==> config.mk <==
export PLATFORM = sky130hd
export DESIGN_NAME = ccr_sqrt
export DESIGN_NICKNAME = d
export VERILOG_FILES = /design/src/hdl/ccr_pkg.sv /design/src/hdl/ccr_sqrt.sv
export SDC_FILE = /design/constraint.sdc
export NUM_CORES = 2
export LEC_CHECK = 0
export BUFFER_PORTS_ARGS = -buffer_cell sky130_fd_sc_hd__clkbuf_2
export CORE_ASPECT_RATIO = 1.4
export CORE_UTILIZATION = 45
export DETAILED_ROUTE_END_ITERATION = 10
export PLACE_DENSITY_LB_ADDON = 0.2
export SLEW_MARGIN = 15
export SYNTH_ARGS = -nofsm -noshare
export SYNTH_HDL_FRONTEND = slang
export SYNTH_SLANG_ARGS = --single-unit
==> constraint.sdc <==
create_clock -name clock -period 4.85 [get_ports clock]
set_input_delay 0.2425 -clock clock [delete_from_list [all_inputs] [get_ports clock]]
set_output_delay 0.2425 -clock clock [all_outputs]
set_load 0.01 [all_outputs]
==> src/hdl/ccr_pkg.sv <==
// Shared types, widths and arithmetic steps for the circle collision response block.
// Used by every module of the block; depends on nothing.
package ccr_pkg;

   localparam int SQ_STEPS = 18;
   localparam int NORM_Q   = 17;
   localparam int SCALE_Q  = 23;
   localparam logic [8:0] RESTITUTION_RESET = 9'd256;
   localparam logic [9:0] ONE_Q8 = 10'd256;

   typedef struct packed {
      logic signed [23:0] a_center_x;
      logic signed [23:0] a_center_y;
      logic signed [23:0] b_center_x;
      logic signed [23:0] b_center_y;
      logic        [15:0] a_radius;
      logic        [15:0] b_radius;
      logic signed [19:0] a_vel_x;
      logic signed [19:0] a_vel_y;
      logic signed [19:0] b_vel_x;
      logic signed [19:0] b_vel_y;
      logic        [15:0] a_mass;
      logic        [15:0] b_mass;
   } req_type;

   typedef struct packed {
      logic               hit;
      logic signed [19:0] vel_delta_x;
      logic signed [19:0] vel_delta_y;
      logic signed [23:0] pos_delta_x;
      logic signed [23:0] pos_delta_y;
   } rsp_type;

   typedef struct packed {
      logic               act;
      logic               hit;
      logic signed [17:0] dx;
      logic signed [17:0] dy;
      logic        [16:0] rsum;
      logic signed [20:0] dvx;
      logic signed [20:0] dvy;
      logic        [15:0] ma;
      logic        [15:0] mb;
   } geom_type;

   typedef struct packed {
      logic               act;
      logic               hit;
      logic signed [17:0] nx;
      logic signed [17:0] ny;
      logic        [17:0] ov;
      logic signed [20:0] dvx;
      logic signed [20:0] dvy;
      logic        [15:0] ma;
      logic        [15:0] mb;
   } norm_type;

   typedef struct packed {
      logic               act;
      logic               hit;
      logic signed [17:0] nx;
      logic signed [17:0] ny;
      logic signed [17:0] pdx;
      logic signed [17:0] pdy;
      logic signed [23:0] s;
   } scale_type;

   typedef struct packed {
      logic [35:0] rad;
      logic [35:0] root;
   } sqrt_work_type;

   typedef struct packed {
      logic [17:0] rem;
      logic        q;
   } div_res_type;

   function automatic logic [35:0] sqrt_bit(int k);
      return 36'd1 << (2 * (SQ_STEPS - 1 - k));
   endfunction

   function automatic sqrt_work_type sqrt_step(sqrt_work_type w, logic [35:0] bitv);
      sqrt_work_type res;
      logic [35:0]   trial;
      trial = w.root + bitv;
      res   = w;
      if (w.rad >= trial) begin
         res.rad  = w.rad - trial;
         res.root = (w.root >> 1) + bitv;
      end else begin
         res.root = w.root >> 1;
      end
      return res;
   endfunction

   function automatic div_res_type div_step(logic [17:0] rem, logic [17:0] dvsr, logic inb);
      div_res_type res;
      logic [18:0] trial;
      trial = {rem, inb};
      if (trial >= {1'b0, dvsr}) begin
         res.rem = 18'(trial - {1'b0, dvsr});
         res.q   = 1'b1;
      end else begin
         res.rem = trial[17:0];
         res.q   = 1'b0;
      end
      return res;
   endfunction

endpackage

==> src/hdl/ccr_sqrt.sv <==
// Pipelined integer square root of the squared centre distance, one result bit per stage.
// Depends on ccr_pkg.
module ccr_sqrt (
   input  logic              clock,
   input  logic              reset,
   input  logic              en,
   input  logic              in_valid,
   input  ccr_pkg::geom_type in_geom,
   input  logic [35:0]       in_rad,
   output logic              out_valid,
   output ccr_pkg::geom_type out_geom,
   output logic [17:0]       out_dist
);

   localparam int N = ccr_pkg::SQ_STEPS;

   ccr_pkg::sqrt_work_type w_in [N];
   ccr_pkg::sqrt_work_type w_ff [N];
   ccr_pkg::geom_type      g_in [N];
   ccr_pkg::geom_type      g_ff [N];
   logic [N-1:0]           v_in, v_ff;
   ccr_pkg::sqrt_work_type first;

   always_comb begin
      first      = '0;
      first.rad  = in_rad;
   end

   for (genvar k = 0; k < N; k++) begin : g_step
      ccr_pkg::sqrt_work_type prev;
      if (k == 0) begin : g_src
         assign prev    = first;
         assign v_in[k] = in_valid;
         assign g_in[k] = in_geom;
      end else begin : g_src
         assign prev    = w_ff[k-1];
         assign v_in[k] = v_ff[k-1];
         assign g_in[k] = g_ff[k-1];
      end
      assign w_in[k] = ccr_pkg::sqrt_step(prev, ccr_pkg::sqrt_bit(k));
   end

   always_ff @(posedge clock) begin
      if (reset) begin
         v_ff <= '0;
      end else if (en) begin
         v_ff <= v_in;
      end
   end

   always_ff @(posedge clock) begin
      if (en) begin
         w_ff <= w_in;
         g_ff <= g_in;
      end
   end

   assign out_valid = v_ff[N-1];
   assign out_geom  = g_ff[N-1];
   assign out_dist  = w_ff[N-1].root[17:0];

   a_dist_within_rsum: assert property (@(posedge clock) disable iff (reset)
      out_valid && out_geom.act |-> out_dist <= {1'b0, out_geom.rsum})
      else $error("square root exceeds the radius sum on a contact");

endmodule

---- Yosys cells after proc, flatten, opt, wreduce, memory -nomap -nowiden ----
Cells that the tools add are included.
W data, S select, Z words.
storage, ports and cells
  register bits after elaboration ......... 3,582
  output and inout port bits .............. 148
operators by class
  order comparisons ....................... 18
  mux-type cells .......................... 35
  add/sub/neg operators ................... 51
operators with widths
  operator                  number
  $ge A36 B36 Y1            17
  $mux W36                  17
  $mux W35                  17
  $sub A36 B36 Y36          16
  $add A35 B11 Y36 const B  1
  $add A35 B13 Y36 const B  1
  $add A35 B15 Y36 const B  1
  $add A35 B17 Y36 const B  1
  $add A35 B19 Y36 const B  1
  $add A35 B21 Y36 const B  1
  $add A35 B23 Y36 const B  1
  $add A35 B25 Y36 const B  1
  $add A35 B27 Y36 const B  1
  $add A35 B29 Y36 const B  1
  $add A35 B3 Y36 const B   1
  $add A35 B31 Y36 const B  1
  $add A35 B33 Y36 const B  1
  $add A35 B5 Y36 const B   1
  $add A35 B7 Y36 const B   1
  $add A35 B9 Y36 const B   1
  $add A36 B1 Y36 const B   1
  $add A36 B11 Y36 const B  1
  $add A36 B13 Y36 const B  1
  $add A36 B15 Y36 const B  1
  17 further kinds          17

---- Logic depth before layout (Yosys ltp) ----
  depth in word-level cells ............... 3
  gate-level depth with buffers ........... 12
  mapped depth without buffers ............ 10

---- Worst setup path after synthesis ----
OpenSTA, ideal clock, no wires.
  kind .................................... register to register
  from .................................... reg w_ff (netlist bit g_step[16].prev[53])
  to ...................................... reg w_ff (netlist bit g_step[17].prev[67]), data pin
  stages on the path, launching flop included .. 11
  data arrival time ....................... 2.516 ns
  data required time ...................... 4.591 ns
  path buffers ............................ 1
  clock period less this slack ............ 2.775 ns
  path slack .............................. 2.075 ns
  cells stage by stage .................... edfxtp_1 -> ha_1 -> clkbuf_1 -> nand4_1 -> nor4_1 -> a21boi_1 -> nor4_4 -> inv_2 -> nand4_2 -> or3_1 -> xnor2_1
RTL lines
  item                    line            RTL
  start, declared         ccr_sqrt.sv:18  ccr_pkg::sqrt_work_type w_ff [N];
  start signal, assigned  ccr_sqrt.sv:53  w_ff <= w_in;

==> reports/qor.yml <==
status: "finished clean"
synth_compound_area_share_pct: 2.99
powerDensity_mw_per_mm2: 473
setup_tns_ps: 0
setup_ws_ps: 939
yosys.area_share.adder_pct: 2.13
post_cts_resized: 0
synth_area_leaders: "edfxtp_1, ha_1, xor2_1"
clk_path_buf_depth: 4
yosysMostFrequentCell: "edfxtp_1"
insertion_delay_ps: 840
post_dp_cell_area_mm2: 0.114
highest_layer: "met4"
place_ws_ps: 821
drv_slew: 0
dp_hpwl_um: 93700
h-tree-depth: 5
power_leakage_nw: 44.1
clock-sinks: 3123
synth_area_mm2: 0.108
hold_path_class: "input pin to flop"
synth-simple-area-share_pct: 4.08
crit_path_end_kind: "flop"
yosysTopAreaCell: "edfxtp_1"
min_from: "in_rad[29]"
die_y_um: 583
dr_wl_met3_um: 6910
max_freq_mhz: 256
drtAntennaViolNets: 0
cts.clk_slew.worst_paths_ps: 60
grt-ovfl-total: 0
crit_type: "flop to flop"
track_usage_pct: 12.5
final_nets: 6415
fill_cells: 18700
start_util_pct: 45.4
grt_pass1_wl_um: 244000
vias: 45600
ir_worst_vdd_mv: 0.352
placedCellCount: 8798
core_area_mm2: 0.239
grt_setup_unrepaired: "false"
chipWidth_um: 417
fin_skew_ps: 43.9
area_delta_synth_final_pct: 15.1
finalWeightedCongestion: 0.893
required_ps: 5390
drc: 0
worstPathMaxFanout: 18
ys_types: 94
netlist_instances: 5366
fin_cells: 9501
ys_seq_elements: 3123
drtIter0Drc: 2768
drv_cap: 0
synth_enable_flop_cells: 3105
die-area_mm2: 0.243
io_pins: 317
yosysWarnings: 0
core.rowCount: 212
syn_avg_cell_area_um2: 20.2
worstSetupStartpointType: "flop"
tritoncts: "yes"
yosysTopAreaCellShare_pct: 85.9
ys_seq_area_share_pct: 86.3
r2r_start: "g_step[11].prev[64]"
synth_top_family_by_area: "simple AND/OR/NAND/NOR gates"
grt_antenna_before_repair: 2
hold_viol: 0
port_buffers: 316
setup_violations: 0
whs_ps: 117
yosys-top-cells-count: "edfxtp_1, inv_1, nor2_1"
synthMuxAreaShare_pct: 0.619
async_reset_ff_share_pct: 0
drt-met1-wl_um: 61200
worstMarginPinSlew_ps: 1110
fin_crit_ps: 3910
clockRootBuffer: "clkbuf_16"
dr_wl_met2_um: 79300
grt_pass1_vias: 47000
power_mw: 59.1
drt_pre_antenna_iters: 6
layout-drive-gt1-share_pct: 14.1
period_share_pct: 80.6
routed_via_density: 4.79
utilization_pct: 52.3
synth_flop_cell: "edfxtp_1"
cp-startpoint: "g_step[11].prev[64]"
wl_per_cell_um: 16.2
syn_nets: 5720
synth_xor_area_share_pct: 2.04
cts_buffers: 301
grt_max_degree: 177
relSlewSlack_pct: 25.7
wl_um: 153000
arrival_ps: 4450
post-route-cell-area_mm2: 0.125
-- sequential cells by signal, summed over array words and instances (netlist names) --
| signal | flops |
|---|---|
| g_step.prev | 765 |
| v_ff | 18 |
| g_ff | 2193 |
| out_dist | 18 |
| out_geom | 129 |
-- path summary, 6_finish.rpt --
| check | to | slack, ps | cells past startpoint |
|---|---|---|---|
| hold reg to reg | g_ff[182] | 390 | 0 |
| hold / removal | g_step[1].prev[65] | 120 | 2 |
| setup / recovery | g_step[12].prev[61] | 940 | 7 |
| setup reg to reg | g_step[12].prev[61] | 940 | 7 |
-- layout make-up --
cell class              instances  area [um2]  share of cell area [%]
clock inverters               170        1590                    1.27
repair buffers                566        4120                    3.30
diodes                          2        5.00                 0.00401
clock buffers                 361        7850                    6.29
multi-input cells            1847       12900                    10.3
inverters                     222         833                   0.667
flip-flops and latches       3123       93600                    74.9
well taps                    3210        4020                    3.22
-- cell families after synthesis --
kind of cell    after synthesis
flops                      3123
simple gates                841
compound gates              505
buf+inv                     396
xor+xnor                    253
fa+ha+maj                   185
mux                          63
-- layout by cell type, fill, tap and decap left out, types with 55 or more instances in the layout --
cell and instances:
nor3_1 84, xnor2_1 115, nor4_1 78, o21ai_0 128
a21oi_1 140, nand2_1 182, ha_1 185, clkbuf_1 55
edfxtp_1 3105, clkbuf_2 315, clkbuf_16 305, nor2_1 208
clkinv_1 60, xor2_1 138, buf_4 62, dlygate4sd3_1 170
inv_1 220
-- critical path, stage by stage (launching register included) --
cell      delay, ps
edfxtp_1        410
or4_1           620
nor3_1          720
o311a_1         300
nand4_1         720
inv_1           600
nor3_1          110
xor2_1          160
-- repair_timing --
action                    in CTS  in global routing
hold endpoints to repair     233                  0
buffers inserted               0                  0
hold buffers                 170                  0
-- metal layers --
layer	up-vias	track usage, %
met4	0	5.61
li1	22100	-
met3	375	2.72
met1	22200	14.4
met5	-	0
met2	859	22.2
-- power breakdown --
group          switching, mW  internal (mW)
Clock                   9.51           12.9
Combinational           2.23           1.53
Sequential             0.857           32.1
Power figures use the tool's default switching activity.
