File: src/hdl/ccr_pkg.sv
// Shared types, widths and arithmetic steps for the circle collision response block.
// Used by every module of the block; depends on nothing.
package ccr_pkg;

   localparam int SQ_STEPS = 18;
   localparam int NORM_Q   = 17;
   localparam int SCALE_Q  = 23;
   localparam logic [8:0] RESTITUTION_RESET = 9'd256;
   localparam logic [9:0] ONE_Q8 = 10'd256;

   typedef struct packed {
      logic signed [23:0] a_center_x;
      logic signed [23:0] a_center_y;
      logic signed [23:0] b_center_x;
      logic signed [23:0] b_center_y;
      logic        [15:0] a_radius;
      logic        [15:0] b_radius;
      logic signed [19:0] a_vel_x;
      logic signed [19:0] a_vel_y;
      logic signed [19:0] b_vel_x;
      logic signed [19:0] b_vel_y;
      logic        [15:0] a_mass;
      logic        [15:0] b_mass;
   } req_type;

   typedef struct packed {
      logic               hit;
      logic signed [19:0] vel_delta_x;
      logic signed [19:0] vel_delta_y;
      logic signed [23:0] pos_delta_x;
      logic signed [23:0] pos_delta_y;
   } rsp_type;

   typedef struct packed {
      logic               act;
      logic               hit;
      logic signed [17:0] dx;
      logic signed [17:0] dy;
      logic        [16:0] rsum;
      logic signed [20:0] dvx;
      logic signed [20:0] dvy;
      logic        [15:0] ma;
      logic        [15:0] mb;
   } geom_type;

   typedef struct packed {
      logic               act;
      logic               hit;
      logic signed [17:0] nx;
      logic signed [17:0] ny;
      logic        [17:0] ov;
      logic signed [20:0] dvx;
      logic signed [20:0] dvy;
      logic        [15:0] ma;
      logic        [15:0] mb;
   } norm_type;

   typedef struct packed {
      logic               act;
      logic               hit;
      logic signed [17:0] nx;
      logic signed [17:0] ny;
      logic signed [17:0] pdx;
      logic signed [17:0] pdy;
      logic signed [23:0] s;
   } scale_type;

   typedef struct packed {
      logic [35:0] rad;
      logic [35:0] root;
   } sqrt_work_type;

   typedef struct packed {
      logic [17:0] rem;
      logic        q;
   } div_res_type;

   function automatic logic [35:0] sqrt_bit(int k);
      return 36'd1 << (2 * (SQ_STEPS - 1 - k));
   endfunction

   function automatic sqrt_work_type sqrt_step(sqrt_work_type w, logic [35:0] bitv);
      sqrt_work_type res;
      logic [35:0]   trial;
      trial = w.root + bitv;
      res   = w;
      if (w.rad >= trial) begin
         res.rad  = w.rad - trial;
         res.root = (w.root >> 1) + bitv;
      end else begin
         res.root = w.root >> 1;
      end
      return res;
   endfunction

   function automatic div_res_type div_step(logic [17:0] rem, logic [17:0] dvsr, logic inb);
      div_res_type res;
      logic [18:0] trial;
      trial = {rem, inb};
      if (trial >= {1'b0, dvsr}) begin
         res.rem = 18'(trial - {1'b0, dvsr});
         res.q   = 1'b1;
      end else begin
         res.rem = trial[17:0];
         res.q   = 1'b0;
      end
      return res;
   endfunction

endpackage

File: src/hdl/ccr_norm.sv
// Unit normal: both components of the centre difference scaled by 65536 over the distance,
// by two restoring dividers that settle one quotient bit per stage. Depends on ccr_pkg.
module ccr_norm (
   input  logic              clock,
   input  logic              reset,
   input  logic              en,
   input  logic              in_valid,
   input  ccr_pkg::geom_type in_geom,
   input  logic [17:0]       in_dist,
   output logic              out_valid,
   output ccr_pkg::norm_type out_norm
);

   localparam int N = ccr_pkg::NORM_Q;

   typedef struct packed {
      logic [17:0] dvsr;
      logic [17:0] rem_x;
      logic [17:0] rem_y;
      logic [16:0] q_x;
      logic [16:0] q_y;
      logic        neg_x;
      logic        neg_y;
   } nwork_type;

   logic [17:0]       mag_x, mag_y;
   nwork_type         entry;
   ccr_pkg::norm_type side_entry;
   nwork_type         work_in [N];
   nwork_type         work_ff [N];
   ccr_pkg::norm_type side_in [N];
   ccr_pkg::norm_type side_ff [N];
   logic [N-1:0]      v_in, v_ff;

   always_comb begin
      mag_x       = in_geom.dx[17] ? (~in_geom.dx + 18'd1) : in_geom.dx;
      mag_y       = in_geom.dy[17] ? (~in_geom.dy + 18'd1) : in_geom.dy;
      entry       = '0;
      entry.dvsr  = in_dist;
      entry.rem_x = {2'b00, mag_x[16:1]};
      entry.rem_y = {2'b00, mag_y[16:1]};
      entry.neg_x = in_geom.dx[17];
      entry.neg_y = in_geom.dy[17];
      side_entry      = '0;
      side_entry.act  = in_geom.act;
      side_entry.hit  = in_geom.hit;
      side_entry.ov   = {1'b0, in_geom.rsum} - in_dist;
      side_entry.dvx  = in_geom.dvx;
      side_entry.dvy  = in_geom.dvy;
      side_entry.ma   = in_geom.ma;
      side_entry.mb   = in_geom.mb;
   end

   for (genvar k = 0; k < N; k++) begin : g_step
      nwork_type            prev, nxt;
      logic                 inb_x, inb_y;
      ccr_pkg::div_res_type rx, ry;
      if (k == 0) begin : g_src
         assign prev       = entry;
         assign inb_x      = mag_x[0];
         assign inb_y      = mag_y[0];
         assign v_in[k]    = in_valid;
         assign side_in[k] = side_entry;
      end else begin : g_src
         assign prev       = work_ff[k-1];
         assign inb_x      = 1'b0;
         assign inb_y      = 1'b0;
         assign v_in[k]    = v_ff[k-1];
         assign side_in[k] = side_ff[k-1];
      end
      always_comb begin
         rx        = ccr_pkg::div_step(prev.rem_x, prev.dvsr, inb_x);
         ry        = ccr_pkg::div_step(prev.rem_y, prev.dvsr, inb_y);
         nxt       = prev;
         nxt.rem_x = rx.rem;
         nxt.rem_y = ry.rem;
         nxt.q_x   = {prev.q_x[15:0], rx.q};
         nxt.q_y   = {prev.q_y[15:0], ry.q};
      end
      assign work_in[k] = nxt;
   end

   always_ff @(posedge clock) begin
      if (reset) begin
         v_ff <= '0;
      end else if (en) begin
         v_ff <= v_in;
      end
   end

   always_ff @(posedge clock) begin
      if (en) begin
         work_ff <= work_in;
         side_ff <= side_in;
      end
   end

   always_comb begin
      out_norm    = side_ff[N-1];
      out_norm.nx = work_ff[N-1].neg_x ? -$signed({1'b0, work_ff[N-1].q_x})
                                       : $signed({1'b0, work_ff[N-1].q_x});
      out_norm.ny = work_ff[N-1].neg_y ? -$signed({1'b0, work_ff[N-1].q_y})
                                       : $signed({1'b0, work_ff[N-1].q_y});
   end

   assign out_valid = v_ff[N-1];

   a_normal_bounded: assert property (@(posedge clock) disable iff (reset)
      out_valid && out_norm.act |->
         out_norm.nx <= 18'sd65536 && out_norm.nx >= -18'sd65536 &&
         out_norm.ny <= 18'sd65536 && out_norm.ny >= -18'sd65536)
      else $error("normal component exceeds unit length");

endmodule

File: config.mk
export PLATFORM = sky130hd
export DESIGN_NAME = ccr_norm
export DESIGN_NICKNAME = d
export VERILOG_FILES = /design/src/hdl/ccr_pkg.sv /design/src/hdl/ccr_norm.sv
export SDC_FILE = /design/constraint.sdc
export NUM_CORES = 2
export LEC_CHECK = 0
export BUFFER_PORTS_ARGS = -buffer_cell sky130_fd_sc_hd__clkbuf_2
export CORE_MARGIN = 5
export CORE_UTILIZATION = 39
export DETAILED_ROUTE_END_ITERATION = 6
export PLACE_DENSITY_LB_ADDON = 0.2
export SYNTH_ARGS = -nofsm -noshare
export SYNTH_HDL_FRONTEND = slang
export SYNTH_SLANG_ARGS = --single-unit
export TNS_END_PERCENT = 50
File: constraint.sdc
create_clock -name clock -period 3.7 [get_ports clock]
set_clock_uncertainty 0.2 [all_clocks]
set_input_delay 0.185 -clock clock [delete_from_list [all_inputs] [get_ports clock]]
set_output_delay 0.185 -clock clock [all_outputs]
set_load 0.02 [all_outputs]
Word-level counts from Yosys, hierarchy flattened

Index checks and enable logic that the tools add are counted.

Bits in registers: 2819
Bits of input ports: 151
Output and inout bits: 131
Logic and storage cells: 379

$add $sub $neg: 37
Magnitude comparators: 34
Muxes and demuxes: 38
Bitwise operators: 2

Operators by type and width:

| operator                                                        | number |
|---|---|
| 19-bit by 18-bit greater-or-equal comparator with 1-bit output  | 32 |
| 19-bit 2-to-1 mux                                               | 30 |
| 18-bit subtractor                                               | 30 |
| 18-bit 2-to-1 mux                                               | 4 |
| 17-bit by 18-bit subtractor with 18-bit output                  | 3 |
| 17-bit by 18-bit greater-or-equal comparator with 1-bit output  | 2 |
| 17-bit negator with 18-bit output                               | 2 |
| 17-bit by 1-bit adder with 17-bit output, second input constant | 2 |
| 17-bit 2-to-1 mux                                               | 2 |
| 17-bit inverter                                                 | 2 |
| 1-bit 2-to-1 mux                                                | 2 |

Longest topological paths before layout

Depth after elaboration: 5
Gate-level depth with buffers: 17
Gate-level depth less buffers: 16

Least setup slack after synthesis

Ideal clock, no wire load.

Path type: input port to flip-flop
From: in in_geom[113] (netlist name)
To: reg work_ff (netlist bit g_step[1].prev[61]) (data pin)
Library setup time: 260 ps
Data arrival time: 3534 ps
Data required time: 3240 ps
Slack: -294 ps
Stages: 15
Buffers on the path: 1
Cells stage by stage: or4_4 -> nor4_2 -> nand2b_1 -> nor3_1 -> nand2b_1 -> or3_1 -> o31ai_1 -> xnor2_1 -> ha_1 -> nand2_1 -> nor4_1 -> nand3_1 -> o21ai_1 -> clkbuf_1 -> mux2_2

RTL lines:

| element                | RTL line       | source |
|---|---|---|
| start: declaration     | ccr_norm.sv:8  | `input ccr_pkg::geom_type in_geom,` |
| end signal: assignment | ccr_norm.sv:93 | `work_ff <= work_in;` |
| end: declaration       | ccr_norm.sv:30 | `nwork_type work_ff [N];` |

==> metrics.txt <==
outcome=finished clean; # rows=204; DIE AREA=321000 µm²; drt first pass iters=6; fill count=26900; Register Area=84500 µm²; RSZ-0062 raised after global routing=true; count of different cell masters after synthesis=83; worst-path cell chain=ha_1, nor2b_1, o2111ai_1, a31oi_1, a21oi_1, a21oi_1, a311o_1, a211o_1, buf_12, mux2_2; yosys warns=0; DP HPWL=189000 µm; Buf/Inv on CP=1; ys async rst share=0%; Root Driver=clkbuf_16; Initial DRC Count=4267; DRC Markers=0; IO Pins=282; Sw Share=31.0%; leakage power=54.3 nW; overall routing resource usage=15.6%; min-delay worst type=input port to flip-flop; syn_nets=8701; internal power=76.1 mW; worst slack at placement=-588 ps; Vias/cell=4.92; largest net degree at the start of global routing=146; Hold Fails Final Rpt=0; Nets=9853; Final setup viols=0; post-synth top area cell=edfxtp_1; Clock Path Buffers=4; fin crit share=98.7%; WS Path Type=flip-flop to flip-flop; Multi-input gate area=33800 µm²; synthesized area per cell=15.3 µm²; Synth Instances=7888; sequential power share=41.0%; total grt overflow=0; Syn-to-layout area delta=18.8%; synth cell count leaders=edfxtp_1 (2802), ha_1 (629), a21oi_1 (481), inv_1 (477), nor2_1 (387); Finished Layout Cells=13400; Core Box Area=309000 µm²; max_cap viols=0; slew margin rel.=40.1%; most frequent cell after synthesis=edfxtp_1; power density over cell area=768 nW/µm²; WP data required=4110 ps; initial antenna violation count=5; clock share of power=26.4%; CTS buffer count=307; initial core utilization=39.1%; Die Y=566 µm; synthesized cell area=121000 µm²; Seq/Total Area, Yosys=70.0%; total negative slack=0 ps; Final GP Congestion=0.857; startpoint types=flip-flop; DR WL/cell=19.2 µm; EDFF count, synth=2802; top_reg_cell synth=edfxtp_1; Final min period=3650 ps; Peak VDD IR=0.000465 V; CP most frequent cell=a21oi_1; delay-heaviest family, CP=compound AO/OA/AOI/OAI gates; CP max-delay cell=edfxtp_1; Crit Path Max Fanout=30; synth top area cells=edfxtp_1 (70%), ha_1 (6.5%), mux2_2 (3.0%), xnor2_1 (2.7%), a21oi_1 (2.0%); Seq cells post-synth=2819; total wire length=257000 µm; Combinational Power Share=32.5%; transition time of the tightest slew-check pin=898 ps; slowest stage delay, CP=500 ps; first-pass GRT wire length=394000 µm; worst setup margin=49.8 ps; PortBufs=281; Slew Limit Fails=0; Fin Hold WS=92.1 ps; crit path capture type=flip-flop; TritonCTS clock tree=done; Worst-Skew Late Latency=870 ps; Die W=566 µm; vias in the first global route=67200; via count=65900; final core utilization=46.5%; CTS sink count=2819; number of antenna-violating nets in the routed design=0; top cell type's share of synthesized area=69.7%; H-tree Lvls=5; Psw=34.1 mW; max frequency=274 MHz; layout cells sized above 1=17.4%; clk slew on worst S/H paths=60 ps; # placed instances=12600; Critical Path AT=4060 ps
metal layers:
metal,global-route usage (%),up-vias,part of all wire (%)
met1,20.9,32300,45
met5,0,-,0
met3,2.40,362,4.0
li1,-,32200,-
met2,26.3,1139,48
met4,4.26,0,2.6
worst paths after layout:
path | from | endpoint | slack, ps | depth (start not counted)
setup / recovery | g_step[1].prev[54] | g_step[2].prev[57] | 50 | 10
hold / removal | reset | v_ff[6] | 90 | 3
setup reg to reg | g_step[1].prev[54] | g_step[2].prev[57] | 50 | 10
hold reg to reg | side_ff[1750] | side_ff[1620] | 190 | 0
metrics by stage:
stage | power (mW) | area (µm²)
2_1_floorplan | 68.5 | 121000
6_report | 110 | 143000
5_1_grt | 117 | 143000
4_1_cts | 111 | 143000
3_3_place_gp | 80.6 | 131000
3_5_place_dp | 81.0 | 131000
worst register-to-register path, stage by stage, from the launching register on:
cell and delay (ps):
edfxtp_1 500, ha_1 360, nor2b_1 150, o2111ai_1 290
a31oi_1 300, a21oi_1 340, a21oi_1 110, a311o_1 300
a211o_1 340, buf_12 170, mux2_2 340
placed cells by master (no fill, tap or decap), types with 116 or more instances in the layout:
cell	n
edfxtp_1	2802
ha_1	627
a21oi_1	479
inv_1	474
buf_4	403
nor2_1	386
xnor2_1	362
mux2_2	324
o21ai_0	319
nand2_1	313
clkbuf_16	311
clkbuf_2	277
dlygate4sd3_1	268
a21o_1	221
xor2_1	174
nand3_1	116
power by group through the flow:
| stage | Sequential (mW) | Combinational, mW | Clock [mW] |
|---|---|---|---|
| 3_5_place_dp | 45.9 | 35.1 | 0 |
| 2_1_floorplan | 44.2 | 24.3 | 0 |
| 5_1_grt | 45.7 | 39.6 | 31.6 |
| 4_1_cts | 45.3 | 35.6 | 30.3 |
| 6_report | 45.2 | 35.8 | 29.1 |
| 3_3_place_gp | 45.9 | 34.7 | 0 |
logic make-up after synthesis:
kind of cell    share of synthesized area, %
mux                                     3.37
flops                                   70.0
buf+inv                                 2.41
xor+xnor                                3.92
simple gates                            5.09
fa+ha+maj                               7.07
compound gates                          8.17
sequential cells by signal, indices dropped and copies added, names as in the netlist:
register     cells
side_ff       1504
g_step.nxt     592
g_step.prev    576
out_norm        94
work_ff         36
v_ff            17
what timing repair did:
item                                    4_1_cts  5_1_grt
endpoints found under the setup margin       30      148
hold buffers                                268        0
setup buffers                                 4       14
endpoints found under the hold margin      1025        0
gates resized for setup                      26       43
pin swaps                                     4       14
gates cloned                                  0        5
final cells by class:
cell class,count,share of cell area (%)
Clock inverter,174,1.15
Inverter,477,1.25
Clock buffer,379,5.57
Sequential cell,2819,58.9
Tap cell,4120,3.59
Multi-Input combinational cell,4409,23.6
Antenna cell,7,0.0122
Timing Repair Buffer,1026,5.99
(Power assumes the default switching activity.)
