[config.mk]
export PLATFORM = sky130hd
export DESIGN_NAME = ccr_apply
export DESIGN_NICKNAME = d
export VERILOG_FILES = /design/src/hdl/ccr_pkg.sv /design/src/hdl/ccr_apply.sv
export SDC_FILE = /design/constraint.sdc
export NUM_CORES = 2
export LEC_CHECK = 0
export BUFFER_PORTS_ARGS = -buffer_cell sky130_fd_sc_hd__buf_2
export CAP_MARGIN = 25
export CELL_PAD_IN_SITES_DETAIL_PLACEMENT = 0
export CELL_PAD_IN_SITES_GLOBAL_PLACEMENT = 1
export CORE_ASPECT_RATIO = 0.8
export CORE_MARGIN = 4
export CORE_UTILIZATION = 50
export CTS_BUF_LIST = sky130_fd_sc_hd__clkbuf_4
export DETAILED_ROUTE_END_ITERATION = 10
export PLACE_DENSITY_LB_ADDON = 0.05
export SYNTH_ARGS = -nofsm -noshare
export SYNTH_HDL_FRONTEND = slang
export SYNTH_SLANG_ARGS = --single-unit
[constraint.sdc]
create_clock -name clock -period 9.02 [get_ports clock]
set_input_delay 1.804 -clock clock [delete_from_list [all_inputs] [get_ports clock]]
set_output_delay 1.804 -clock clock [all_outputs]
set_load 0.01 [all_outputs]
[src/hdl/ccr_pkg.sv]
// Shared types, widths and arithmetic steps for the circle collision response block.
// Used by every module of the block; depends on nothing.
package ccr_pkg;

   localparam int SQ_STEPS = 18;
   localparam int NORM_Q   = 17;
   localparam int SCALE_Q  = 23;
   localparam logic [8:0] RESTITUTION_RESET = 9'd256;
   localparam logic [9:0] ONE_Q8 = 10'd256;

   typedef struct packed {
      logic signed [23:0] a_center_x;
      logic signed [23:0] a_center_y;
      logic signed [23:0] b_center_x;
      logic signed [23:0] b_center_y;
      logic        [15:0] a_radius;
      logic        [15:0] b_radius;
      logic signed [19:0] a_vel_x;
      logic signed [19:0] a_vel_y;
      logic signed [19:0] b_vel_x;
      logic signed [19:0] b_vel_y;
      logic        [15:0] a_mass;
      logic        [15:0] b_mass;
   } req_type;

   typedef struct packed {
      logic               hit;
      logic signed [19:0] vel_delta_x;
      logic signed [19:0] vel_delta_y;
      logic signed [23:0] pos_delta_x;
      logic signed [23:0] pos_delta_y;
   } rsp_type;

   typedef struct packed {
      logic               act;
      logic               hit;
      logic signed [17:0] dx;
      logic signed [17:0] dy;
      logic        [16:0] rsum;
      logic signed [20:0] dvx;
      logic signed [20:0] dvy;
      logic        [15:0] ma;
      logic        [15:0] mb;
   } geom_type;

   typedef struct packed {
      logic               act;
      logic               hit;
      logic signed [17:0] nx;
      logic signed [17:0] ny;
      logic        [17:0] ov;
      logic signed [20:0] dvx;
      logic signed [20:0] dvy;
      logic        [15:0] ma;
      logic        [15:0] mb;
   } norm_type;

   typedef struct packed {
      logic               act;
      logic               hit;
      logic signed [17:0] nx;
      logic signed [17:0] ny;
      logic signed [17:0] pdx;
      logic signed [17:0] pdy;
      logic signed [23:0] s;
   } scale_type;

   typedef struct packed {
      logic [35:0] rad;
      logic [35:0] root;
   } sqrt_work_type;

   typedef struct packed {
      logic [17:0] rem;
      logic        q;
   } div_res_type;

   function automatic logic [35:0] sqrt_bit(int k);
      return 36'd1 << (2 * (SQ_STEPS - 1 - k));
   endfunction

   function automatic sqrt_work_type sqrt_step(sqrt_work_type w, logic [35:0] bitv);
      sqrt_work_type res;
      logic [35:0]   trial;
      trial = w.root + bitv;
      res   = w;
      if (w.rad >= trial) begin
         res.rad  = w.rad - trial;
         res.root = (w.root >> 1) + bitv;
      end else begin
         res.root = w.root >> 1;
      end
      return res;
   endfunction

   function automatic div_res_type div_step(logic [17:0] rem, logic [17:0] dvsr, logic inb);
      div_res_type res;
      logic [18:0] trial;
      trial = {rem, inb};
      if (trial >= {1'b0, dvsr}) begin
         res.rem = 18'(trial - {1'b0, dvsr});
         res.q   = 1'b1;
      end else begin
         res.rem = trial[17:0];
         res.q   = 1'b0;
      end
      return res;
   endfunction

endpackage

[src/hdl/ccr_apply.sv]
// Final stages: velocity change along the normal, saturation and the result register.
// Depends on ccr_pkg.
module ccr_apply (
   input  logic               clock,
   input  logic               reset,
   input  logic               en,
   input  logic               in_valid,
   input  ccr_pkg::scale_type in_scale,
   output logic               out_valid,
   output ccr_pkg::rsp_type   out_rsp
);

   logic               v1_ff, v2_ff;
   ccr_pkg::scale_type side1_ff;
   logic signed [41:0] vx_in, vx_ff, vy_in, vy_ff;
   logic signed [41:0] adj_x, adj_y;
   logic signed [25:0] qx, qy;
   logic signed [19:0] satx, saty;
   ccr_pkg::rsp_type   rsp_in, rsp_ff;

   assign vx_in = in_scale.s * in_scale.nx;
   assign vy_in = in_scale.s * in_scale.ny;

   always_comb begin
      adj_x = vx_ff + (vx_ff[41] ? 42'sd65535 : 42'sd0);
      adj_y = vy_ff + (vy_ff[41] ? 42'sd65535 : 42'sd0);
      qx    = $signed(adj_x[41:16]);
      qy    = $signed(adj_y[41:16]);
      if (qx > 26'sd524287) begin
         satx = 20'sd524287;
      end else if (qx < -26'sd524288) begin
         satx = -20'sd524288;
      end else begin
         satx = qx[19:0];
      end
      if (qy > 26'sd524287) begin
         saty = 20'sd524287;
      end else if (qy < -26'sd524288) begin
         saty = -20'sd524288;
      end else begin
         saty = qy[19:0];
      end
      rsp_in     = '0;
      rsp_in.hit = side1_ff.hit;
      if (side1_ff.act) begin
         rsp_in.vel_delta_x = satx;
         rsp_in.vel_delta_y = saty;
         rsp_in.pos_delta_x = 24'(side1_ff.pdx);
         rsp_in.pos_delta_y = 24'(side1_ff.pdy);
      end
   end

   always_ff @(posedge clock) begin
      if (reset) begin
         v1_ff <= 1'b0;
         v2_ff <= 1'b0;
      end else if (en) begin
         v1_ff <= in_valid;
         v2_ff <= v1_ff;
      end
   end

   always_ff @(posedge clock) begin
      if (en) begin
         side1_ff <= in_scale;
         vx_ff    <= vx_in;
         vy_ff    <= vy_in;
         rsp_ff   <= rsp_in;
      end
   end

   assign out_valid = v2_ff;
   assign out_rsp   = rsp_ff;

endmodule

# [After elaboration in Yosys (flattened, before gate mapping)]
# Index checks and enable logic that the tools add are counted.
[op_classes] bitwise_logic=1 muxes=6 multipliers=2 n_reduce_logical=2 n_addsub=2 magnitude_cmp=4
[ops] op="$add A42 B17 Y42" count=2
[ops] op="$mul A24 B18 Y42" count=2
[ops] op="$gt A26 B20 Y1 const B" count=2
[ops] op="$lt A26 B20 Y1 const B" count=2
[ops] op="$mux W20" count=2
[ops] op="$mux W19" count=2
[ops] op="$mux W16" count=2
[ops] op="$reduce_or A2 Y1" count=2
[ops] op="$not A1 Y1" count=1
[totals] input_bits=102 register_bits=201 elab_cells=32 output_inout_bits=90

# [Depth between registers and ports, before layout]
[depth] word_depth=5 mapped_depth=26 ltp_nobuf=24

# [Worst setup path after synthesis]
# Ideal clock, no wire load.
[synth_timing] path_type="input -> register" from="in in_scale[12] (netlist bit)" to="reg vx_ff[41] (data pin)" cell_stages=22 required_ns=8.764 path_buffers=2 setup_ns=0.256 arrival_ns=7.602 setup_slack_ns=1.162 path_cell_list="clkbuf_1 > clkbuf_1 > nand2_1 > fa_1 > fa_1 > fa_1 > inv_1 > fa_1 > fa_1 > inv_1 > fa_1 > inv_1 > ha_1 > and2_1 > a221oi_1 > o21ai_0 > or3_1 > a21oi_1 > o21a_1 > o311ai_1 > a2111o_1 > o211a_1"
[synth_between] elab_chain_cells=1
[synth_rtl] item="start: declaration" line="ccr_apply.sv:8" text="input ccr_pkg::scale_type in_scale,"
[synth_rtl] item="$mul A24 B18 Y42" line="ccr_apply.sv:21" text="assign vx_in = in_scale.s * in_scale.nx;"
[synth_rtl] item="via vx_in[41]" line="ccr_apply.sv:15" text="logic signed [41:0] vx_in, vx_ff, vy_in, vy_ff;"
[synth_rtl] item="end signal: assignment" line="ccr_apply.sv:66" text="vx_ff <= vx_in;"
[synth_rtl] item="end: declaration" line="ccr_apply.sv:15"
# The timed path passes the listed nets, and every way through them passes these cells.
# A chain may end at the register's enable or synchronous reset.

# [Final worst setup path]
[layout_timing] from="in in_scale[10] (netlist bit)" to="reg vy_ff[41] (data pin)"
[layout_between] elab_chain_cells=1
[layout_rtl] item="$mul A24 B18 Y42" line="ccr_apply.sv:22" text="assign vy_in = in_scale.s * in_scale.ny;"
[layout_rtl] item="via vy_in[41]" line="ccr_apply.sv:15"
[layout_rtl] item="end signal: assignment" line="ccr_apply.sv:67" text="vy_ff <= vy_in;"
[layout_rtl] item="end: declaration" line="ccr_apply.sv:15"
# The timed path passes the listed nets, and every way through them passes these cells.

==> impl_metrics.toml <==
[outcome]
run_status = "complete, no violations"

[final_layout]
final-instance-count-excl-fill = 5177
syn_to_final_growth_pct = 7.11
fin_area_mm2 = 0.0415
num-nets-final = 5300
final_common_cell = "sky130_fd_sc_hd__inv_1"
mostFrequentLayoutCells = "sky130_fd_sc_hd__inv_1 (972), sky130_fd_sc_hd__fa_1 (850), sky130_fd_sc_hd__nand2_1 (568), sky130_fd_sc_hd__and2_1 (345), sky130_fd_sc_hd__ha_1 (240)"
post_route_cells_drive_above_1_share = 0.0899

[critical_path]
worst-setup-path-type = "in2reg"
cp_max_fo = 23
setup.worst_path.start_class = "input port"
setup.worst_path.end_class = "flip-flop"
critPathArrivalTime_ps = 8360
crit_required_ps = 9590

[synth]
ys_warn_count = 0
synth_area_mm2 = 0.0387
postSynthCellCount = 3979
ys_ff_latch = 201
synth_top_area_cell = "sky130_fd_sc_hd__fa_1"
async_flop_share = 0
number_of_different_library_cells_in_the_post_synthesis_netlist = 74
post-synth-top-area-fraction = 0.439
synth_nets = 5171
synth_edf_count = 199
synth.area.top_cells = "sky130_fd_sc_hd__fa_1 (44%), sky130_fd_sc_hd__edfxtp_1 (15%), sky130_fd_sc_hd__inv_1 (9.4%), sky130_fd_sc_hd__ha_1 (7.8%), sky130_fd_sc_hd__and2_1 (5.6%)"
synth_flop_cell = "sky130_fd_sc_hd__edfxtp_1"
syn_area_per_cell_um2 = 9.74
synth_sequential_area_ratio = 0.155

[clocking]
clkTransAtPathRegs_ps = 60
cts_tree = "built"
ctsHtreeMaxLevel = 2
cts.sinks = 201
cts_post_setup_buffers_inserted = 0
worstSkewPairLatency_ps = 820
cts_inserted_buffers = 57
cts.root.buffer_cell = "sky130_fd_sc_hd__clkbuf_4"
cts.repair.resized = 0
clock_tree.buffer_depth = 3
cts_hold_buffers = 0

[sta]
unrepaired_setup_endpoints_after_global_routing = "no"
setup_tns_ps = 0
max_slew_margin = 0.338
hold_viol_final = 0
total_setup_violations_reported_at_the_end_of_the_flow = 0
final_worst_path_period_share = 0.863
fin_crit_ps = 7790
worst_slew_pin_slew_ps = 993
fmax_mhz = 128
hold_slack_ps = 418
skew_ps = 63.9
drv_slew = 0

[global_route]
vias_in_the_first_global_route = 28300
antenna_found_initial = 4
grt_first_pass_wirelength_mm = 149
global_route_congestion_overflow_total = 0
grt_max_degree = 70
grtUsageTotal = 0.226

[placed_design]
routabilityCongestion = 0.805
place.port_buffers = 191
dpl.cell_count = 5072
post_dp_cell_area_mm2 = 0.0407
dp_hpwl_mm = 71.6

[detailed_routing]
vias_per_cell = 5.03
routed_wirelength_mm = 87.8
firstDrtPassIters = 5
detail_route.wl_per_cell_um = 17.0
dr_total_vias = 26000
drt.antenna.violating_nets = 0
drt_iter0_drc = 1373
drc_errors = 0

[floorplanning]
die_w_um = 319
start_util = 0.503
die_height_um = 257
design.core.area_mm2 = 0.0770
die_area_mm2 = 0.0820
i_o_pin_count = 192
rows = 91

[run]
max-cap-violations = 0

[min_path]
hold_path.class = "reg2reg"
worst paths after layout:
kind	startpoint	to	slack, ps	cells after the start
worst max register to register	vy_ff[41]	out_rsp[66]	4800	10
worst min-delay path	rsp_in[88]	out_rsp[88]	420	0
worst min register to register	rsp_in[88]	out_rsp[88]	420	0
worst max-delay path	in_scale[10]	vy_ff[41]	1230	22
worst max-delay path, stage by stage:
cell	delay, ps
sky130_fd_sc_hd__buf_2	440
sky130_fd_sc_hd__buf_4	330
sky130_fd_sc_hd__nand2_1	110
sky130_fd_sc_hd__fa_1	560
sky130_fd_sc_hd__inv_1	50
sky130_fd_sc_hd__fa_1	520
sky130_fd_sc_hd__fa_1	570
sky130_fd_sc_hd__fa_1	450
sky130_fd_sc_hd__fa_1	500
sky130_fd_sc_hd__inv_1	50
sky130_fd_sc_hd__fa_1	470
sky130_fd_sc_hd__inv_1	40
sky130_fd_sc_hd__ha_1	360
sky130_fd_sc_hd__a21oi_1	250
sky130_fd_sc_hd__a21boi_0	230
sky130_fd_sc_hd__o2111ai_1	240
sky130_fd_sc_hd__o211ai_1	110
sky130_fd_sc_hd__a21oi_1	350
sky130_fd_sc_hd__a21oi_1	180
sky130_fd_sc_hd__o21a_1	240
sky130_fd_sc_hd__a21o_1	180
sky130_fd_sc_hd__a311oi_1	280
synthesized netlist by cell type, drive strengths merged (3+ instances only):
cell    count
edfxtp    199
a31oi       7
a21o       33
o31a        5
a311oi      4
o21bai      5
and2      345
a211oi      8
clkbuf    175
and3       14
o21a       12
buf        16
inv       972
nand3      39
or3         8
a21oi      69
xor2       45
nand2b     23
nor2       88
fa        850
xnor2      71
o21ai      77
ha        240
nand2     568
o22ai       3
o211ai      7
and4        6
a21boi      5
a2111o      3
a31o        3
nor2b      10
nand4      14
a221oi      6
nor3       14
or4         3
o311ai      3
metal layers:
layer  vias to the layer above  share of wire  GRT usage
li1                      12100              -          -
met1                     13400           0.47      0.338
met2                       491           0.47      0.362
met3                        76          0.046     0.0306
met4                         0          0.013     0.0343
met5                         -              0          0
final cells by class:
| class | instances | area (um2) |
|---|---|---|
| antenna | 4 | 10.0 |
| clock buffer | 85 | 638 |
| clock inverter | 16 | 101 |
| fill | 7240 | 35500 |
| inverter | 973 | 3650 |
| multi-input combinational | 2614 | 28300 |
| sequential | 201 | 6020 |
| tap | 1023 | 1280 |
| timing repair buffer | 261 | 1500 |
sequential cells by signal, indices dropped and copies added, names as in the netlist:
| register | cells |
|---|---|
| out_valid | 1 |
| vx_ff | 42 |
| vy_ff | 42 |
| side1_ff | 37 |
| out_rsp | 77 |
| v1_ff | 1 |
| rsp_in | 1 |
kinds of logic after synthesis:
group	count (synthesis)	synth area share
AND/OR/NAND/NOR	1140	0.142
flip-flops	201	0.155
adder cells (fa/ha/maj)	1090	0.517
multiplexers	2	0.000517
buffers and inverters	1164	0.115
XOR/XNOR	116	0.0262
AO/OA/AOI/OAI	266	0.0448
metrics by stage:
stage / utilization / setup slack (ps)
final: 0.539 / 1230
after global routing: 0.539 / 964
after CTS: 0.539 / 1320
after detailed placement: 0.529 / 505
after global placement: 0.529 / 586
after floorplan: - / 1160
Power is left out: the tool's default activity adds up to more than one toggle a clock period on the data nets, which glitch-free logic cannot reach.
