--- config.mk ---
export PLATFORM = sky130hd
export DESIGN_NAME = ccr_front
export DESIGN_NICKNAME = d
export VERILOG_FILES = /design/src/hdl/ccr_pkg.sv /design/src/hdl/ccr_front.sv
export SDC_FILE = /design/constraint.sdc
export NUM_CORES = 2
export LEC_CHECK = 0
export BUFFER_PORTS_ARGS = -buffer_cell sky130_fd_sc_hd__buf_2
export CORE_ASPECT_RATIO = 0.8
export CORE_MARGIN = 3
export CORE_UTILIZATION = 65
export CTS_BUF_LIST = sky130_fd_sc_hd__clkbuf_8
export CTS_CLUSTER_SIZE = 8
export DETAILED_ROUTE_END_ITERATION = 16
export GPL_TIMING_DRIVEN = 0
export PLACE_DENSITY_LB_ADDON = 0.3
export SLEW_MARGIN = 0
export SYNTH_ARGS = -nofsm -noshare
export SYNTH_HDL_FRONTEND = slang
export SYNTH_SLANG_ARGS = --single-unit
--- constraint.sdc ---
create_clock -name clock -period 21 [get_ports clock]
set_input_delay 4.2 -clock clock [delete_from_list [all_inputs] [get_ports clock]]
set_output_delay 4.2 -clock clock [all_outputs]
set_load 0.02 [all_outputs]
--- src/hdl/ccr_pkg.sv ---
// Shared types, widths and arithmetic steps for the circle collision response block.
// Used by every module of the block; depends on nothing.
package ccr_pkg;

   localparam int SQ_STEPS = 18;
   localparam int NORM_Q   = 17;
   localparam int SCALE_Q  = 23;
   localparam logic [8:0] RESTITUTION_RESET = 9'd256;
   localparam logic [9:0] ONE_Q8 = 10'd256;

   typedef struct packed {
      logic signed [23:0] a_center_x;
      logic signed [23:0] a_center_y;
      logic signed [23:0] b_center_x;
      logic signed [23:0] b_center_y;
      logic        [15:0] a_radius;
      logic        [15:0] b_radius;
      logic signed [19:0] a_vel_x;
      logic signed [19:0] a_vel_y;
      logic signed [19:0] b_vel_x;
      logic signed [19:0] b_vel_y;
      logic        [15:0] a_mass;
      logic        [15:0] b_mass;
   } req_type;

   typedef struct packed {
      logic               hit;
      logic signed [19:0] vel_delta_x;
      logic signed [19:0] vel_delta_y;
      logic signed [23:0] pos_delta_x;
      logic signed [23:0] pos_delta_y;
   } rsp_type;

   typedef struct packed {
      logic               act;
      logic               hit;
      logic signed [17:0] dx;
      logic signed [17:0] dy;
      logic        [16:0] rsum;
      logic signed [20:0] dvx;
      logic signed [20:0] dvy;
      logic        [15:0] ma;
      logic        [15:0] mb;
   } geom_type;

   typedef struct packed {
      logic               act;
      logic               hit;
      logic signed [17:0] nx;
      logic signed [17:0] ny;
      logic        [17:0] ov;
      logic signed [20:0] dvx;
      logic signed [20:0] dvy;
      logic        [15:0] ma;
      logic        [15:0] mb;
   } norm_type;

   typedef struct packed {
      logic               act;
      logic               hit;
      logic signed [17:0] nx;
      logic signed [17:0] ny;
      logic signed [17:0] pdx;
      logic signed [17:0] pdy;
      logic signed [23:0] s;
   } scale_type;

   typedef struct packed {
      logic [35:0] rad;
      logic [35:0] root;
   } sqrt_work_type;

   typedef struct packed {
      logic [17:0] rem;
      logic        q;
   } div_res_type;

   function automatic logic [35:0] sqrt_bit(int k);
      return 36'd1 << (2 * (SQ_STEPS - 1 - k));
   endfunction

   function automatic sqrt_work_type sqrt_step(sqrt_work_type w, logic [35:0] bitv);
      sqrt_work_type res;
      logic [35:0]   trial;
      trial = w.root + bitv;
      res   = w;
      if (w.rad >= trial) begin
         res.rad  = w.rad - trial;
         res.root = (w.root >> 1) + bitv;
      end else begin
         res.root = w.root >> 1;
      end
      return res;
   endfunction

   function automatic div_res_type div_step(logic [17:0] rem, logic [17:0] dvsr, logic inb);
      div_res_type res;
      logic [18:0] trial;
      trial = {rem, inb};
      if (trial >= {1'b0, dvsr}) begin
         res.rem = 18'(trial - {1'b0, dvsr});
         res.q   = 1'b1;
      end else begin
         res.rem = trial[17:0];
         res.q   = 1'b0;
      end
      return res;
   endfunction

endpackage

--- src/hdl/ccr_front.sv ---
// Front stages: centre and velocity differences, squares and the contact test.
// Depends on ccr_pkg.
module ccr_front (
   input  logic              clock,
   input  logic              reset,
   input  logic              en,
   input  logic              in_valid,
   input  ccr_pkg::req_type  in_req,
   output logic              out_valid,
   output ccr_pkg::geom_type out_geom,
   output logic [35:0]       out_rad
);

   logic               va_ff;
   logic signed [24:0] dxa_in, dxa_ff, dya_in, dya_ff;
   logic        [16:0] rsuma_in, rsuma_ff;
   logic signed [20:0] dvxa_in, dvxa_ff, dvya_in, dvya_ff;
   logic        [15:0] maa_in, maa_ff, mba_in, mba_ff;

   logic               vb_ff;
   logic signed [49:0] sqx_full, sqy_full;
   logic        [48:0] sqxb_ff, sqyb_ff;
   logic        [33:0] rsqb_in, rsqb_ff;
   ccr_pkg::geom_type  gb_in, gb_ff;

   logic               vc_ff;
   logic        [49:0] dist2;
   ccr_pkg::geom_type  gc_in, gc_ff;
   logic        [35:0] radc_ff;

   always_comb begin
      dxa_in   = {in_req.b_center_x[23], in_req.b_center_x}
               - {in_req.a_center_x[23], in_req.a_center_x};
      dya_in   = {in_req.b_center_y[23], in_req.b_center_y}
               - {in_req.a_center_y[23], in_req.a_center_y};
      rsuma_in = {1'b0, in_req.a_radius} + {1'b0, in_req.b_radius};
      dvxa_in  = {in_req.b_vel_x[19], in_req.b_vel_x} - {in_req.a_vel_x[19], in_req.a_vel_x};
      dvya_in  = {in_req.b_vel_y[19], in_req.b_vel_y} - {in_req.a_vel_y[19], in_req.a_vel_y};
      maa_in   = (in_req.a_mass == 16'd0) ? 16'd1 : in_req.a_mass;
      mba_in   = (in_req.b_mass == 16'd0) ? 16'd1 : in_req.b_mass;
   end

   assign sqx_full = dxa_ff * dxa_ff;
   assign sqy_full = dya_ff * dya_ff;
   assign rsqb_in  = rsuma_ff * rsuma_ff;

   always_comb begin
      gb_in      = '0;
      gb_in.dx   = dxa_ff[17:0];
      gb_in.dy   = dya_ff[17:0];
      gb_in.rsum = rsuma_ff;
      gb_in.dvx  = dvxa_ff;
      gb_in.dvy  = dvya_ff;
      gb_in.ma   = maa_ff;
      gb_in.mb   = mba_ff;
   end

   always_comb begin
      dist2     = {1'b0, sqxb_ff} + {1'b0, sqyb_ff};
      gc_in     = gb_ff;
      gc_in.hit = (dist2 <= {16'd0, rsqb_ff});
      gc_in.act = gc_in.hit && (dist2 != 50'd0);
   end

   always_ff @(posedge clock) begin
      if (reset) begin
         va_ff <= 1'b0;
         vb_ff <= 1'b0;
         vc_ff <= 1'b0;
      end else if (en) begin
         va_ff <= in_valid;
         vb_ff <= va_ff;
         vc_ff <= vb_ff;
      end
   end

   always_ff @(posedge clock) begin
      if (en) begin
         dxa_ff   <= dxa_in;
         dya_ff   <= dya_in;
         rsuma_ff <= rsuma_in;
         dvxa_ff  <= dvxa_in;
         dvya_ff  <= dvya_in;
         maa_ff   <= maa_in;
         mba_ff   <= mba_in;
         sqxb_ff  <= sqx_full[48:0];
         sqyb_ff  <= sqy_full[48:0];
         rsqb_ff  <= rsqb_in;
         gb_ff    <= gb_in;
         gc_ff    <= gc_in;
         radc_ff  <= dist2[35:0];
      end
   end

   assign out_valid = vc_ff;
   assign out_geom  = gc_ff;
   assign out_rad   = radc_ff;

endmodule

* Yosys cells after proc, flatten, opt, wreduce, memory -nomap -nowiden
Cells that the tools add are included.
** Storage, ports and cells
- Flip-flop bits (word level) :: 568
- Input bits :: 244
- Output and inout bits :: 166
** Operators by class
- Add/subtract/negate cells :: 6
- Multipliers :: 3
- $lt $le $gt $ge :: 1
- Reduce and logical (&&, ||, !) cells :: 4
** Operators with widths (count)
- multiplier 25 x 25 -> 49 bit :: 2
- adder 49 x 49 -> 50 bit :: 1
- less-or-equal comparator 50 x 34 -> 1 bit :: 1
- nonzero test 50 bit :: 1
- subtractor 24 x 24 -> 25 bit :: 2
- subtractor 20 x 20 -> 21 bit :: 2
- multiplier 17 x 17 -> 34 bit :: 1
- zero test 16 bit :: 2
- adder 16 x 16 -> 17 bit :: 1
- logical AND 1 bit :: 1

* Depth between registers and ports, before layout
- Depth after elaboration :: 3
- Mapped depth :: 31
- Mapped depth without buffers :: 30

* Least setup slack after synthesis
Ideal clock, no wire load.
- Kind :: reg2reg
- From :: register dxa_ff[2]
- To :: register sqxb_ff[48] (data pin)
- Arrival time :: 7.758 ns
- Required time :: 20.734 ns
- Slack :: 12.977 ns
- Cell stages (with the launch flop) :: 32
- Path buffers :: 2
- Period minus slack after synthesis :: 8.023 ns
- Cell sequence :: edfxtp_1 > clkbuf_1 > buf_1 > nand2_1 > fa_1 > inv_1 > fa_1 > inv_1 > fa_1 > inv_1 > fa_1 > inv_1 > fa_1 > inv_1 > fa_1 > inv_1 > fa_1 > inv_1 > ha_1 > and4_1 > and4_1 > o2111ai_1 > a31o_1 > a21oi_1 > o41ai_2 > o211ai_1 > a21oi_1 > nor2_1 > o31a_1 > a41o_1 > o41ai_1 > xnor2_1
** On the way
- Cells in the longest elaborated chain, start to end :: 1
** RTL lines
- from (decl) :: RTL line ccr_front.sv:15 : logic signed [24:0] dxa_in, dxa_ff, dya_in, dya_ff;
- from (signal assigned) :: RTL line ccr_front.sv:79 : dxa_ff <= dxa_in;
- multiplier 25 x 25 -> 49 bit :: RTL line ccr_front.sv:43 : assign sqx_full = dxa_ff * dxa_ff;
- named net sqx_full[48] :: RTL line ccr_front.sv:21 : logic signed [49:0] sqx_full, sqy_full;
- to (signal assigned) :: RTL line ccr_front.sv:86 : sqxb_ff <= sqx_full[48:0];
- to (decl) :: RTL line ccr_front.sv:22 : logic [48:0] sqxb_ff, sqyb_ff;
The timed path passes the listed nets, and every way through them passes these cells.
A chain may end at the register's enable or synchronous reset.

* Worst setup path in the final report
- From :: register dya_ff[2]
- To :: register sqyb_ff[47] (data pin)
** On the way
- Cells in the longest elaborated chain, start to end :: 1
** RTL lines
- from (decl) :: RTL line ccr_front.sv:15
- from (signal assigned) :: RTL line ccr_front.sv:80 : dya_ff <= dya_in;
- multiplier 25 x 25 -> 49 bit :: RTL line ccr_front.sv:44 : assign sqy_full = dya_ff * dya_ff;
- named net sqy_full[47] :: RTL line ccr_front.sv:21
- to (signal assigned) :: RTL line ccr_front.sv:87 : sqyb_ff <= sqy_full[48:0];
- to (decl) :: RTL line ccr_front.sv:22
The timed path passes the listed nets, and every way through them passes these cells.

==> results.json <==
{
  "outcome": "finished clean",
  "cts-hold-fix-buffers": 0,
  "area_delta_synth_final_pct": 7.68,
  "htreeDepth": 3,
  "arrival_ns": 10.63,
  "io_pins": 410,
  "io_buffers": 409,
  "nets": 9605,
  "clk_pin_slew_ns": 0.09,
  "post-route-min-period_ns": 10.10,
  "r2r_end": "sqyb_ff[47]$_DFFE_PP_",
  "rrSetupSlack_ns": 10.90,
  "synth_edf_count": 559,
  "mappedNetlistArea_mm2": 0.0730,
  "async_flop_share_pct": 0,
  "holdPathEnd": "out_geom[113]$_DFFE_PP_",
  "clock_skew_ns": 0.0782,
  "drtIter0Drc": 3763,
  "grt_pass1_vias": 53192,
  "ant_nets": 0,
  "drive_gt1_share_pct": 7.45,
  "critPathLaunchType": "flop",
  "start_util_pct": 65.8,
  "ys_ff_latch": 562,
  "setup_viol": 0,
  "synthXorXnorAreaFrac_pct": 3.15,
  "antenna_found_initial": 11,
  "grt_use_total_pct": 31.4,
  "fin_ws_ns": 10.90,
  "final_common_cell": "inv_1",
  "max_freq_mhz": 99.0,
  "synth_top_family_by_area": "adder cells",
  "cp_max_fo": 10,
  "dr.pass1.iters": 8,
  "place_hpwl_mm": 145,
  "synth_compound_area_share_pct": 5.79,
  "worstHoldStart": "gb_ff[113]$_DFFE_PP_",
  "grt_setup_unrepaired": "no",
  "avgSynthCellArea_um2": 10.6,
  "core_area_mm2": 0.111,
  "synth.distinct_cells": 75,
  "routedWlPerCell_um": 19.6,
  "synth_ff_type": "edfxtp_1",
  "root_buffer": "clkbuf_8",
  "whs_ns": 0.335,
  "die-area_mm2": 0.116,
  "post-synth-top-area-cell": "fa_1",
  "final_core_util_pct": 70.8,
  "gr-total-overflow": 0,
  "ys_seq_area_share_pct": 23.1,
  "hold_class": "reg2reg",
  "syn_nets": 9099,
  "reg2reg_depth": 30,
  "slew_violations": 0,
  "netlist_instances": 6866,
  "grt_start_max_net_pins": 132,
  "synthMuxAreaShare_pct": 0.153,
  "slew_headroom_pct": 19.7,
  "worstMarginPinSlew_ns": 1.20,
  "cp_slowest_cell": "a2111oi_0",
  "avgViaCountPerCell": 5.46,
  "setup-tns-final_ns": 0,
  "num_rows": 109,
  "insertion_delay_ns": 0.85,
  "r2r-start": "dya_ff[2]$_DFFE_PP_",
  "critPathRequiredTime_ns": 21.53,
  "synthTopCellsByArea": "fa_1 38%, edfxtp_1 23%, ha_1 10%",
  "yosysWarnings": 0,
  "cts_tree": "done",
  "maxCapViolCount": 0,
  "hold_depth": 0,
  "fin_crit_sh_pct": 48.1,
  "die_w_um": 381,
  "cts-buffers-inserted": 90,
  "synth_top_area_share_pct": 38.2,
  "postCtsResizedCells": 0,
  "cpPeakStageDelay_ns": 0.92,
  "gp_congestion": 0.962,
  "totalWireLength_mm": 175,
  "crit_type": "reg2reg",
  "synth_fa_ha_area_share_pct": 48.4,
  "die_h_um": 306,
  "hold_viol": 0,
  "cts_sinks": 562,
  "vias": 48818,
  "grt_pass1_wl_mm": 282,
  "cts_setup_buffers": 0,
  "pre_cts_slack_ns": 10.78,
  "clock_path_buffers": 3,
  "synthSimpleGateAreaFrac_pct": 8.94,
  "end_kind": "flop",
  "drc_errors": 0,
  "final_cell_mix": "1899 x inv_1, 1393 x fa_1, 596 x ha_1"
}
[final cells by class]
type | instances | area [µm²]
clock inverters | 57 | 303
multi-input cells | 4266 | 48500
fillers | 8318 | 32400
plain buffers | 168 | 631
well taps | 1498 | 1870
repair buffers | 414 | 2170
clock buffers | 90 | 1240
flip-flops and latches | 562 | 16800
inverters | 1870 | 7020
diodes | 9 | 22.5
[synthesized netlist by cell type, types with 12 or more instances]
cell type	instances
fa_1	1393
and2_1	304
a21boi_0	28
nor4_1	12
nand2_1	509
clkbuf_1	166
nor2_1	238
nand4_1	24
o21a_1	32
nand2b_1	37
o21ai_0	116
o21ai_1	14
nor2b_1	72
a21o_1	103
xnor2_1	198
inv_1	1870
o211ai_1	12
a211oi_1	24
ha_1	596
edfxtp_1	559
or2_2	13
nor3_1	52
a21oi_1	184
xor2_1	65
o31ai_1	12
o21bai_1	22
and3_1	21
a31oi_1	20
nand3_1	38
[worst max-delay path: cells and delay by family (launching register included)]
kind                     cells  cell delay [ns]
AO/OA/AOI/OAI               10             3.00
XOR/XNOR                     1             0.09
adder cells (fa/ha/maj)      8             4.02
AND/OR/NAND/NOR              2             0.40
flip-flops                   1             0.70
buffers and inverters        9             1.59
[registers in the layout, summed over array words and instances, names as in the netlist]
signal and cells:
gb_ff 124, rsuma_ff 17, dya_ff 25, sqyb_ff 48
maa_ff 16, mba_ff 16, dvya_ff 21, out_rad 36
sqxb_ff 48, rsqb_ff 33, vb_ff 1, out_geom 129
dxa_ff 25, va_ff 1, dvxa_ff 21, out_valid 1
[worst max-delay path by stage]
stage	startpoint	end	cells past startpoint
3_3_place_gp	en	dxa_ff[23]$_DFFE_PP_	1
3_5_place_dp	dxa_ff[2]$_DFFE_PP_	sqxb_ff[45]$_DFFE_PP_	29
4_1_cts	dxa_ff[2]$_DFFE_PP_	sqxb_ff[45]$_DFFE_PP_	29
5_1_grt	dya_ff[2]$_DFFE_PP_	sqyb_ff[47]$_DFFE_PP_	30
6_report	dya_ff[2]$_DFFE_PP_	sqyb_ff[47]$_DFFE_PP_	30
2_1_floorplan	dxa_ff[2]$_DFFE_PP_	sqxb_ff[48]$_DFFE_PP_	31
[kinds of logic (layout without fill, tap and decap cells)]
kind of cell / Yosys count / count (layout)
AOI/OAI and AO/OA: 651 / 651
xor gates and xnor gates: 263 / 263
buffers and inverters: 2038 / 2599
DFF: 562 / 562
adders and majority gates: 1989 / 1989
muxes: 11 / 11
other: 0 / 9
and+or+nand+nor: 1352 / 1352
[stage by stage]
step                      cell area (µm²)  instances
final                               78600       8934
after global routing                78600       8929
after CTS                           78600       8924
after detailed placement            77100       8777
after global placement              76900       8773
after floorplan                     73000       6866
[per-layer routing]
layer	track usage (%)	up-vias	routed length, µm
met4	9.46	2	5910
met3	7.43	413	17000
met2	49.6	2034	81000
met5	0	-	20
li1	-	22022	-
met1	43.8	24347	71400
Power is left out: the tool's default activity adds up to more than one toggle a clock period on the data nets, which glitch-free logic cannot reach.
